File: src/address_lease_table_core_assert.svh
// ----------------------------------------------------------------------------
// address lease table assertion macros
// clocked on aclk, disabled while aresetn is low
// ----------------------------------------------------------------------------
`ifndef ADDRESS_LEASE_TABLE_CORE_ASSERT_SVH
`define ADDRESS_LEASE_TABLE_CORE_ASSERT_SVH

// same-cycle implication
`define ALT_ASSERT_IMP(lbl, pre, post) \
    lbl: assert property (@(posedge aclk) disable iff (!aresetn) (pre) |-> (post)) \
        else $error("lease table check failed");

// next-cycle implication
`define ALT_ASSERT_NXT(lbl, pre, post) \
    lbl: assert property (@(posedge aclk) disable iff (!aresetn) (pre) |=> (post)) \
        else $error("lease table check failed");

`endif

File: src/alt_pkg.sv
// ----------------------------------------------------------------------------
// alt_pkg
// types, codes and sizes shared by the address lease table
// ----------------------------------------------------------------------------
`timescale 1ns / 1ps
`default_nettype none

package alt_pkg;

    localparam int TABLE_DEPTH = 16;
    localparam int IDX_W       = (TABLE_DEPTH > 1) ? $clog2(TABLE_DEPTH) : 1;
    localparam int CNT_W       = $clog2(TABLE_DEPTH + 1);

    localparam int HW_W     = 48;
    localparam int IP_W     = 32;
    localparam int TIME_W   = 32;
    localparam int KIND_W   = 3;
    localparam int STATUS_W = 2;
    localparam int SLOT_W   = 4;

    localparam int IN_TDATA_W   = ((HW_W + IP_W + TIME_W + 7) / 8) * 8;
    localparam int OUT_FIELDS_W = SLOT_W + HW_W + IP_W + TIME_W;
    localparam int OUT_TDATA_W  = ((OUT_FIELDS_W + 7) / 8) * 8;
    localparam int OUT_PAD_W    = OUT_TDATA_W - OUT_FIELDS_W;

    localparam logic [TIME_W-1:0] LEASE_RESET = TIME_W'(3600);

    localparam logic [KIND_W-1:0] KIND_LOOKUP_MAC = 3'd0;
    localparam logic [KIND_W-1:0] KIND_LOOKUP_IP  = 3'd1;
    localparam logic [KIND_W-1:0] KIND_EXPIRED    = 3'd2;
    localparam logic [KIND_W-1:0] KIND_INSERT     = 3'd3;
    localparam logic [KIND_W-1:0] KIND_DELETE     = 3'd4;

    localparam logic [STATUS_W-1:0] ST_OK   = 2'd0;
    localparam logic [STATUS_W-1:0] ST_MISS = 2'd1;
    localparam logic [STATUS_W-1:0] ST_FULL = 2'd2;

    typedef struct packed {
        logic [TIME_W-1:0] start;
        logic [IP_W-1:0]   ip;
        logic [HW_W-1:0]   hw;
    } entry_t;

    localparam int ENTRY_W = $bits(entry_t);

    typedef enum logic [2:0] {
        ST_IDLE,
        ST_FETCH,
        ST_CHECK,
        ST_SHIFT_RD,
        ST_SHIFT_WR,
        ST_RESP
    } state_t;

endpackage

`default_nettype wire

File: src/alt_ram.sv
// ----------------------------------------------------------------------------
// alt_ram
// generic single-write, single-read ram with registered read data
// ----------------------------------------------------------------------------
`timescale 1ns / 1ps
`default_nettype none

module alt_ram #(
    parameter int WIDTH = 8,
    parameter int DEPTH = 16
) (
    input  wire logic                                   aclk,
    input  wire logic                                   wr_en,
    input  wire logic [((DEPTH > 1) ? $clog2(DEPTH) : 1)-1:0] wr_addr,
    input  wire logic [WIDTH-1:0]                       wr_data,
    input  wire logic                                   rd_en,
    input  wire logic [((DEPTH > 1) ? $clog2(DEPTH) : 1)-1:0] rd_addr,
    output logic      [WIDTH-1:0]                       rd_data
);

    logic [WIDTH-1:0] mem [DEPTH];

    always_ff @(posedge aclk) begin
        if (wr_en) begin
            mem[wr_addr] <= wr_data;
        end
        if (rd_en) begin
            rd_data <= mem[rd_addr];
        end
    end

endmodule

`default_nettype wire

File: src/address_lease_table_core.sv
// ----------------------------------------------------------------------------
// address_lease_table_core
// lease table in insertion order with lookup, expiry search, insert and delete
//
//   channel  dir  handshake            payload
//   s_       in   s_tvalid/s_tready    s_tuser kind, s_tdata hw/ip/now
//   m_       out  m_tvalid/m_tready    m_tuser status, m_tdata slot/hw/ip/start
//   cfg_     in   cfg_valid/cfg_ready  cfg_data lease_duration
//
// insert, unused kind or search of an empty table: straight to ST_RESP, m_tvalid registered
// search: ST_FETCH then ST_CHECK per entry examined through the single ram read port
// delete: search, then ST_SHIFT_RD/ST_SHIFT_WR per entry moved down, ST_SHIFT_RD drops the count
// one command in flight; a pending result holds the sequencer until taken
// reset clears the entry count and loads the lease duration with 3600
// ----------------------------------------------------------------------------
`timescale 1ns / 1ps
`default_nettype none

module address_lease_table_core (
    input  wire logic                           aclk,
    input  wire logic                           aresetn,
    input  wire logic                           s_tvalid,
    output logic                                s_tready,
    input  wire logic [alt_pkg::IN_TDATA_W-1:0] s_tdata,   // hw_address, client_ip, now_seconds
    input  wire logic [alt_pkg::KIND_W-1:0]     s_tuser,   // kind
    output logic                                m_tvalid,
    input  wire logic                           m_tready,
    output logic [alt_pkg::OUT_TDATA_W-1:0]     m_tdata,   // slot, found_hw_address, found_ip,
                                                           // found_lease_start, zero pad
    output logic [alt_pkg::STATUS_W-1:0]        m_tuser,   // status
    input  wire logic                           cfg_valid,
    output logic                                cfg_ready,
    input  wire logic [alt_pkg::TIME_W-1:0]     cfg_data
);

    import alt_pkg::*;

    state_t                state_reg, state_next;
    logic [CNT_W-1:0]      count_reg, count_next;
    logic [IDX_W-1:0]      idx_reg, idx_next;
    logic [KIND_W-1:0]     kind_reg, kind_next;
    logic [HW_W-1:0]       hw_reg, hw_next;
    logic [IP_W-1:0]       ip_reg, ip_next;
    logic [TIME_W-1:0]     now_reg, now_next;
    logic [TIME_W-1:0]     lease_reg;
    logic [STATUS_W-1:0]   res_status_reg, res_status_next;
    logic [SLOT_W-1:0]     res_slot_reg, res_slot_next;
    entry_t                res_entry_reg, res_entry_next;
    logic                  m_tvalid_reg;
    logic [OUT_TDATA_W-1:0] m_tdata_reg;
    logic [STATUS_W-1:0]   m_tuser_reg;

    logic                  ram_wr_en;
    logic [IDX_W-1:0]      ram_wr_addr;
    entry_t                ram_wr_data;
    logic                  ram_rd_en;
    logic [IDX_W-1:0]      ram_rd_addr;
    entry_t                ram_rd_data;

    logic                  in_xfer;
    logic                  out_free;
    logic                  hit;
    logic [TIME_W-1:0]     age;
    logic [CNT_W-1:0]      idx_plus1;
    entry_t                in_entry;

    alt_ram #(
        .WIDTH (ENTRY_W),
        .DEPTH (TABLE_DEPTH)
    ) u_entries (
        .aclk    (aclk),
        .wr_en   (ram_wr_en),
        .wr_addr (ram_wr_addr),
        .wr_data (ram_wr_data),
        .rd_en   (ram_rd_en),
        .rd_addr (ram_rd_addr),
        .rd_data (ram_rd_data)
    );

    assign s_tready  = (state_reg == ST_IDLE);
    assign cfg_ready = 1'b1;
    assign m_tvalid  = m_tvalid_reg;
    assign m_tdata   = m_tdata_reg;
    assign m_tuser   = m_tuser_reg;

    assign in_xfer   = s_tvalid && s_tready;
    assign out_free  = !m_tvalid_reg || m_tready;
    assign idx_plus1 = CNT_W'(idx_reg) + CNT_W'(1);
    assign in_entry  = '{start: s_tdata[HW_W+IP_W +: TIME_W],
                         ip:    s_tdata[HW_W +: IP_W],
                         hw:    s_tdata[HW_W-1:0]};

    // shared compare unit
    assign age = now_reg - ram_rd_data.start;
    always_comb begin
        case (kind_reg)
            KIND_LOOKUP_MAC, KIND_DELETE: hit = (ram_rd_data.hw == hw_reg);
            KIND_LOOKUP_IP:               hit = (ram_rd_data.ip == ip_reg);
            KIND_EXPIRED:                 hit = (age >= lease_reg);
            default:                      hit = 1'b0;
        endcase
    end

    always_ff @(posedge aclk) begin
        if (!aresetn) begin
            state_reg    <= ST_IDLE;
            count_reg    <= '0;
            lease_reg    <= LEASE_RESET;
            m_tvalid_reg <= 1'b0;
        end else begin
            state_reg <= state_next;
            count_reg <= count_next;
            if (cfg_valid && cfg_ready) begin
                lease_reg <= cfg_data;
            end
            if (state_reg == ST_RESP && out_free) begin
                m_tvalid_reg <= 1'b1;
            end else if (m_tready) begin
                m_tvalid_reg <= 1'b0;
            end
        end
    end

    always_ff @(posedge aclk) begin
        idx_reg        <= idx_next;
        kind_reg       <= kind_next;
        hw_reg         <= hw_next;
        ip_reg         <= ip_next;
        now_reg        <= now_next;
        res_status_reg <= res_status_next;
        res_slot_reg   <= res_slot_next;
        res_entry_reg  <= res_entry_next;
        if (state_reg == ST_RESP && out_free) begin
            m_tuser_reg <= res_status_reg;
            m_tdata_reg <= {{OUT_PAD_W{1'b0}}, res_entry_reg.start, res_entry_reg.ip,
                            res_entry_reg.hw, res_slot_reg};
        end
    end

    always_comb begin
        state_next      = state_reg;
        count_next      = count_reg;
        idx_next        = idx_reg;
        kind_next       = kind_reg;
        hw_next         = hw_reg;
        ip_next         = ip_reg;
        now_next        = now_reg;
        res_status_next = res_status_reg;
        res_slot_next   = res_slot_reg;
        res_entry_next  = res_entry_reg;
        ram_wr_en       = 1'b0;
        ram_wr_addr     = idx_reg;
        ram_wr_data     = ram_rd_data;
        ram_rd_en       = 1'b0;
        ram_rd_addr     = idx_reg;

        case (state_reg)
            ST_IDLE: begin
                if (in_xfer) begin
                    kind_next       = s_tuser;
                    hw_next         = in_entry.hw;
                    ip_next         = in_entry.ip;
                    now_next        = in_entry.start;
                    idx_next        = '0;
                    res_status_next = ST_MISS;
                    res_slot_next   = '0;
                    res_entry_next  = '0;
                    state_next      = ST_RESP;
                    case (s_tuser) inside
                        KIND_INSERT: begin
                            if (count_reg == CNT_W'(TABLE_DEPTH)) begin
                                res_status_next = ST_FULL;
                            end else begin
                                ram_wr_en       = 1'b1;
                                ram_wr_addr     = count_reg[IDX_W-1:0];
                                ram_wr_data     = in_entry;
                                count_next      = count_reg + CNT_W'(1);
                                res_status_next = ST_OK;
                                res_slot_next   = SLOT_W'(count_reg);
                                res_entry_next  = in_entry;
                            end
                        end
                        [KIND_LOOKUP_MAC:KIND_EXPIRED], KIND_DELETE: begin
                            if (count_reg != '0) begin
                                state_next = ST_FETCH;
                            end
                        end
                        default: begin
                        end
                    endcase
                end
            end
            ST_FETCH: begin
                ram_rd_en  = 1'b1;
                ram_rd_addr = idx_reg;
                state_next = ST_CHECK;
            end
            ST_CHECK: begin
                if (hit) begin
                    res_status_next = ST_OK;
                    res_slot_next   = SLOT_W'(idx_reg);
                    res_entry_next  = ram_rd_data;
                    state_next      = (kind_reg == KIND_DELETE) ? ST_SHIFT_RD : ST_RESP;
                end else if (idx_plus1 == count_reg) begin
                    state_next = ST_RESP;
                end else begin
                    idx_next   = idx_plus1[IDX_W-1:0];
                    state_next = ST_FETCH;
                end
            end
            ST_SHIFT_RD: begin
                if (idx_plus1 < count_reg) begin
                    ram_rd_en   = 1'b1;
                    ram_rd_addr = idx_plus1[IDX_W-1:0];
                    state_next  = ST_SHIFT_WR;
                end else begin
                    count_next = count_reg - CNT_W'(1);
                    state_next = ST_RESP;
                end
            end
            ST_SHIFT_WR: begin
                ram_wr_en   = 1'b1;
                ram_wr_addr = idx_reg;
                ram_wr_data = ram_rd_data;
                idx_next    = idx_plus1[IDX_W-1:0];
                state_next  = ST_SHIFT_RD;
            end
            ST_RESP: begin
                if (out_free) begin
                    state_next = ST_IDLE;
                end
            end
            default: begin
                state_next = ST_IDLE;
            end
        endcase
    end

`include "address_lease_table_core_assert.svh"

    `ALT_ASSERT_IMP(a_count_bound, 1'b1, count_reg <= CNT_W'(TABLE_DEPTH))
    `ALT_ASSERT_NXT(a_busy_after_xfer, in_xfer, !s_tready)
    `ALT_ASSERT_IMP(a_write_in_range, ram_wr_en, CNT_W'(ram_wr_addr) <= count_reg)
    `ALT_ASSERT_NXT(a_count_step, state_reg != ST_IDLE && state_reg != ST_SHIFT_RD,
                    count_reg == $past(count_reg))

endmodule

`default_nettype wire

File: config.mk
export PLATFORM = sky130hd
export DESIGN_NAME = address_lease_table_core
export DESIGN_NICKNAME = d
export VERILOG_FILES = /design/src/alt_pkg.sv /design/src/alt_ram.sv /design/src/address_lease_table_core.sv
export VERILOG_INCLUDE_DIRS = /design/src /design/src/src
export SDC_FILE = /design/constraint.sdc
export NUM_CORES = 2
export LEC_CHECK = 0
export BUFFER_PORTS_ARGS = -buffer_cell sky130_fd_sc_hd__buf_2
export CAP_MARGIN = 20
export CORE_MARGIN = 5
export CORE_UTILIZATION = 35
export DETAILED_ROUTE_END_ITERATION = 12
export PLACE_DENSITY_LB_ADDON = 0.25
export SLEW_MARGIN = 20
export SYNTH_ARGS = -nofsm -noshare
export SYNTH_HDL_FRONTEND = slang
export SYNTH_SLANG_ARGS = --single-unit
File: constraint.sdc
create_clock -name aclk -period 28.3 [get_ports aclk]
set_input_delay 2.83 -clock aclk [delete_from_list [all_inputs] [get_ports aclk]]
set_output_delay 2.83 -clock aclk [all_outputs]
set_load 0.005 [all_outputs]
==> results.ini <==
[cells_and_area]
syn2layout_area_growth_pct=14.9
largest_reg_flops=1792
final_nets=5066
final_layout_size_suffix_gt1_frac=0.256

[placement]
place_congestion=0.759
port_buffers=271
dp_hpwl_um=132000

[synthesis]
synth_edf_count=2259
ys_top_cells_by_area=edfxtp_1 (76%), mux4_2 (11%), a22oi_1 (1.9%)
synth_area_leader_cell=edfxtp_1
synth-seq-cells=2300
syn-cell-area_sq_um=89100
ys_seq_area_frac=0.771
synth_area_per_cell_sq_um=20.1
async_flop_share=0
yosysUniqueCellTypes=71
ys.flop_type=edfxtp_1
yosysTopAreaCellShare=0.762
synthesis.instances=4440
ys_warn_count=0

[drt]
drc=0
vias=44300
dr.pass1.iters=7
wire_per_inst_um=28.2
postRouteAntennaNets=0
wirelength_um=237000
via_per_inst=5.27
first_iter_violations=4289

[power_and_ir_drop]
p_seq_frac=0.444
sw_frac_of_total=0.305
p_leak_nw=33.4
ir_drop_mv=0.0779
p_comb_frac=0.258
switching_power_mw=3.09
p_clk_frac=0.298
power.density_cell_area_nw_per_um2=99.2
internal-power_mw=7.06

[floorplanning]
die_h_um=514
rows=185
die-area_sq_um=265000
core_sq_um=254000
start_util=0.351
dieWidth_um=514
ioPinCount=277

[critical_path]
rrSetupSlack_ns=20.97
end_kind=flop
crit_type=in -> reg
r2r_cells=20
cp_max_fo=51
r2r-end=res_entry_reg[46]$_DFFE_PP_
crit_required_ns=28.79
worstPathArrival_ns=8.03
cp-start-kind=input pin
r2r_start=u_entries.rd_data[80]$_DFFE_PP_

[clock_tree]
cts_resized=0
clkTransAtPathRegs_ns=0.06
cts.htree.levels=4
post-cts-setup-buffers=0
cts_sinks=2300
cts-root-buf=clkbuf_16
postCtsHoldBufs=0
tritoncts=yes
numCtsBuffers=232
clk_latency_ns=0.90
clockBufferDepth=3

[global_routing]
grt-ovfl-total=0
antenna_found_initial=24
grt_pass1_wl_um=339000
track_usage=0.176
grt_max_degree=142
grt_pass1_vias=45600

[sta]
rsz0062_at_grt=false
slew_headroom=0.246
final.setup.tns_ns=0
clock.fmax_mhz=133
hold_slack_ns=0.398
tightest_slew_ns=1.13
hold_viol=0
post-route-min-period_ns=7.54
slew_viol_final=0
fin_skew_ns=0.0574
period_share=0.266
setup_viol=0

[hold_path]
min_from=res_entry_reg[46]$_DFFE_PP_
hold_class=reg -> reg
min_to=m_tdata[50]$_DFFE_PP_
min_path_cells=0

[status]
status=finished clean

[flow_run]
cap_violations=0

routing by layer:
layer  track usage  vias up  routed length, um
met1         0.255    23800             106000
li1              -    18900                  -
met4        0.0434        6               4950
met3        0.0274      295              13500
met5             0        -                 41
met2         0.282     1327             113000
final cells by class:
class                   instances  area, sq um
diodes                          4         10.0
clock inverters               165         1520
inverters                      90          343
flip-flops and latches       2300        68700
clock buffers                 269         5940
fillers                     22700       151000
multi-input cells            1834        19300
well taps                    3366         4210
repair buffers                382         2310
critical path, cell delays in order:
cell and delay [ns]:
buf_2 0.11, nand2_1 0.20, inv_6 0.51, nand3_4 0.66
mux2i_1 0.56, o211ai_1 0.44, nor2_4 0.74, buf_4 0.85
buf_4 0.96
metrics by stage:
stage	total power [mW]	utilization	instances	instance area [sq um]	worst slack (ns)
detailed placement	7.24	0.374	7972	94800	19.77
finish	10.1	0.403	8410	102000	20.76
CTS	10.3	0.403	8406	102000	20.69
floorplan	6.32	-	4443	89100	16.61
global route	10.6	0.403	8409	102000	20.46
global placement	7.21	0.374	7972	94800	19.83
power groups by stage:
stage	sequential [mW]	combinational, mW	clock, mW
2_1_floorplan	4.53	1.79	0
3_3_place_gp	4.57	2.63	0
3_5_place_dp	4.57	2.67	0
4_1_cts	4.51	2.68	3.09
5_1_grt	4.53	2.85	3.23
6_report	4.51	2.62	3.02
cell usage after synthesis (all sizes together), types with 5 or more instances:
library cell	number
o21ai	134
o22ai	45
nor4	13
nand2b	8
a22o	7
nor2	94
xnor2	55
clkbuf	96
mux4	448
a22oi	225
a21boi	5
buf	123
nand3	9
dfxtp	41
o211ai	10
xor2	47
nor3	11
nand2	372
o21bai	5
a21oi	49
mux2	74
nor2b	15
edfxtp	2259
nand4	18
mux2i	30
a21o	25
ha	72
o21a	6
inv	89
logic make-up (layout without fill, tap and decap cells):
| family | count (synthesis) | after routing | share of synthesized area |
|---|---|---|---|
| AO/OA/AOI/OAI | 542 | 542 | 0.0407 |
| XOR/XNOR | 102 | 102 | 0.0101 |
| adder cells (fa/ha/maj) | 75 | 75 | 0.0107 |
| buffers and inverters | 309 | 906 | 0.0155 |
| flip-flops | 2300 | 2300 | 0.771 |
| multiplexers | 552 | 552 | 0.126 |
| other | 2 | 9 | 0.0000843 |
| AND/OR/NAND/NOR | 558 | 558 | 0.0260 |
worst max-delay path by stage:
stage                     depth (start not counted)                        endpoint     start
after floorplan                                   7   u_entries.mem[1][0]$_DFFE_PP_  s_tvalid
final                                             9  u_entries.mem[4][24]$_DFFE_PP_  s_tvalid
after global placement                            9  u_entries.mem[4][20]$_DFFE_PP_  s_tvalid
after detailed placement                          9  u_entries.mem[4][26]$_DFFE_PP_  s_tvalid
after global routing                              9  u_entries.mem[4][20]$_DFFE_PP_  s_tvalid
after CTS                                         9  u_entries.mem[4][41]$_DFFE_PP_  s_tvalid
layout by cell type (no fill, tap or decap), types with 41 or more instances in the layout:
cell       Yosys  final
a21oi_1       47     47
a22oi_1      225    225
buf_2         76    271
buf_4         31    101
clkbuf_16      0    232
clkinv_1       1     57
clkinv_2       0     52
dfxtp_1       41     41
edfxtp_1    2259   2259
ha_1          72     72
inv_1         88     87
mux2_2        74     74
mux4_2       448    448
nand2_1      371    370
nor2_1        93     75
o21ai_0      130    130
o22ai_1       45     44
xnor2_1       54     54
xor2_1        47     46
Power figures use the tool's default switching activity.
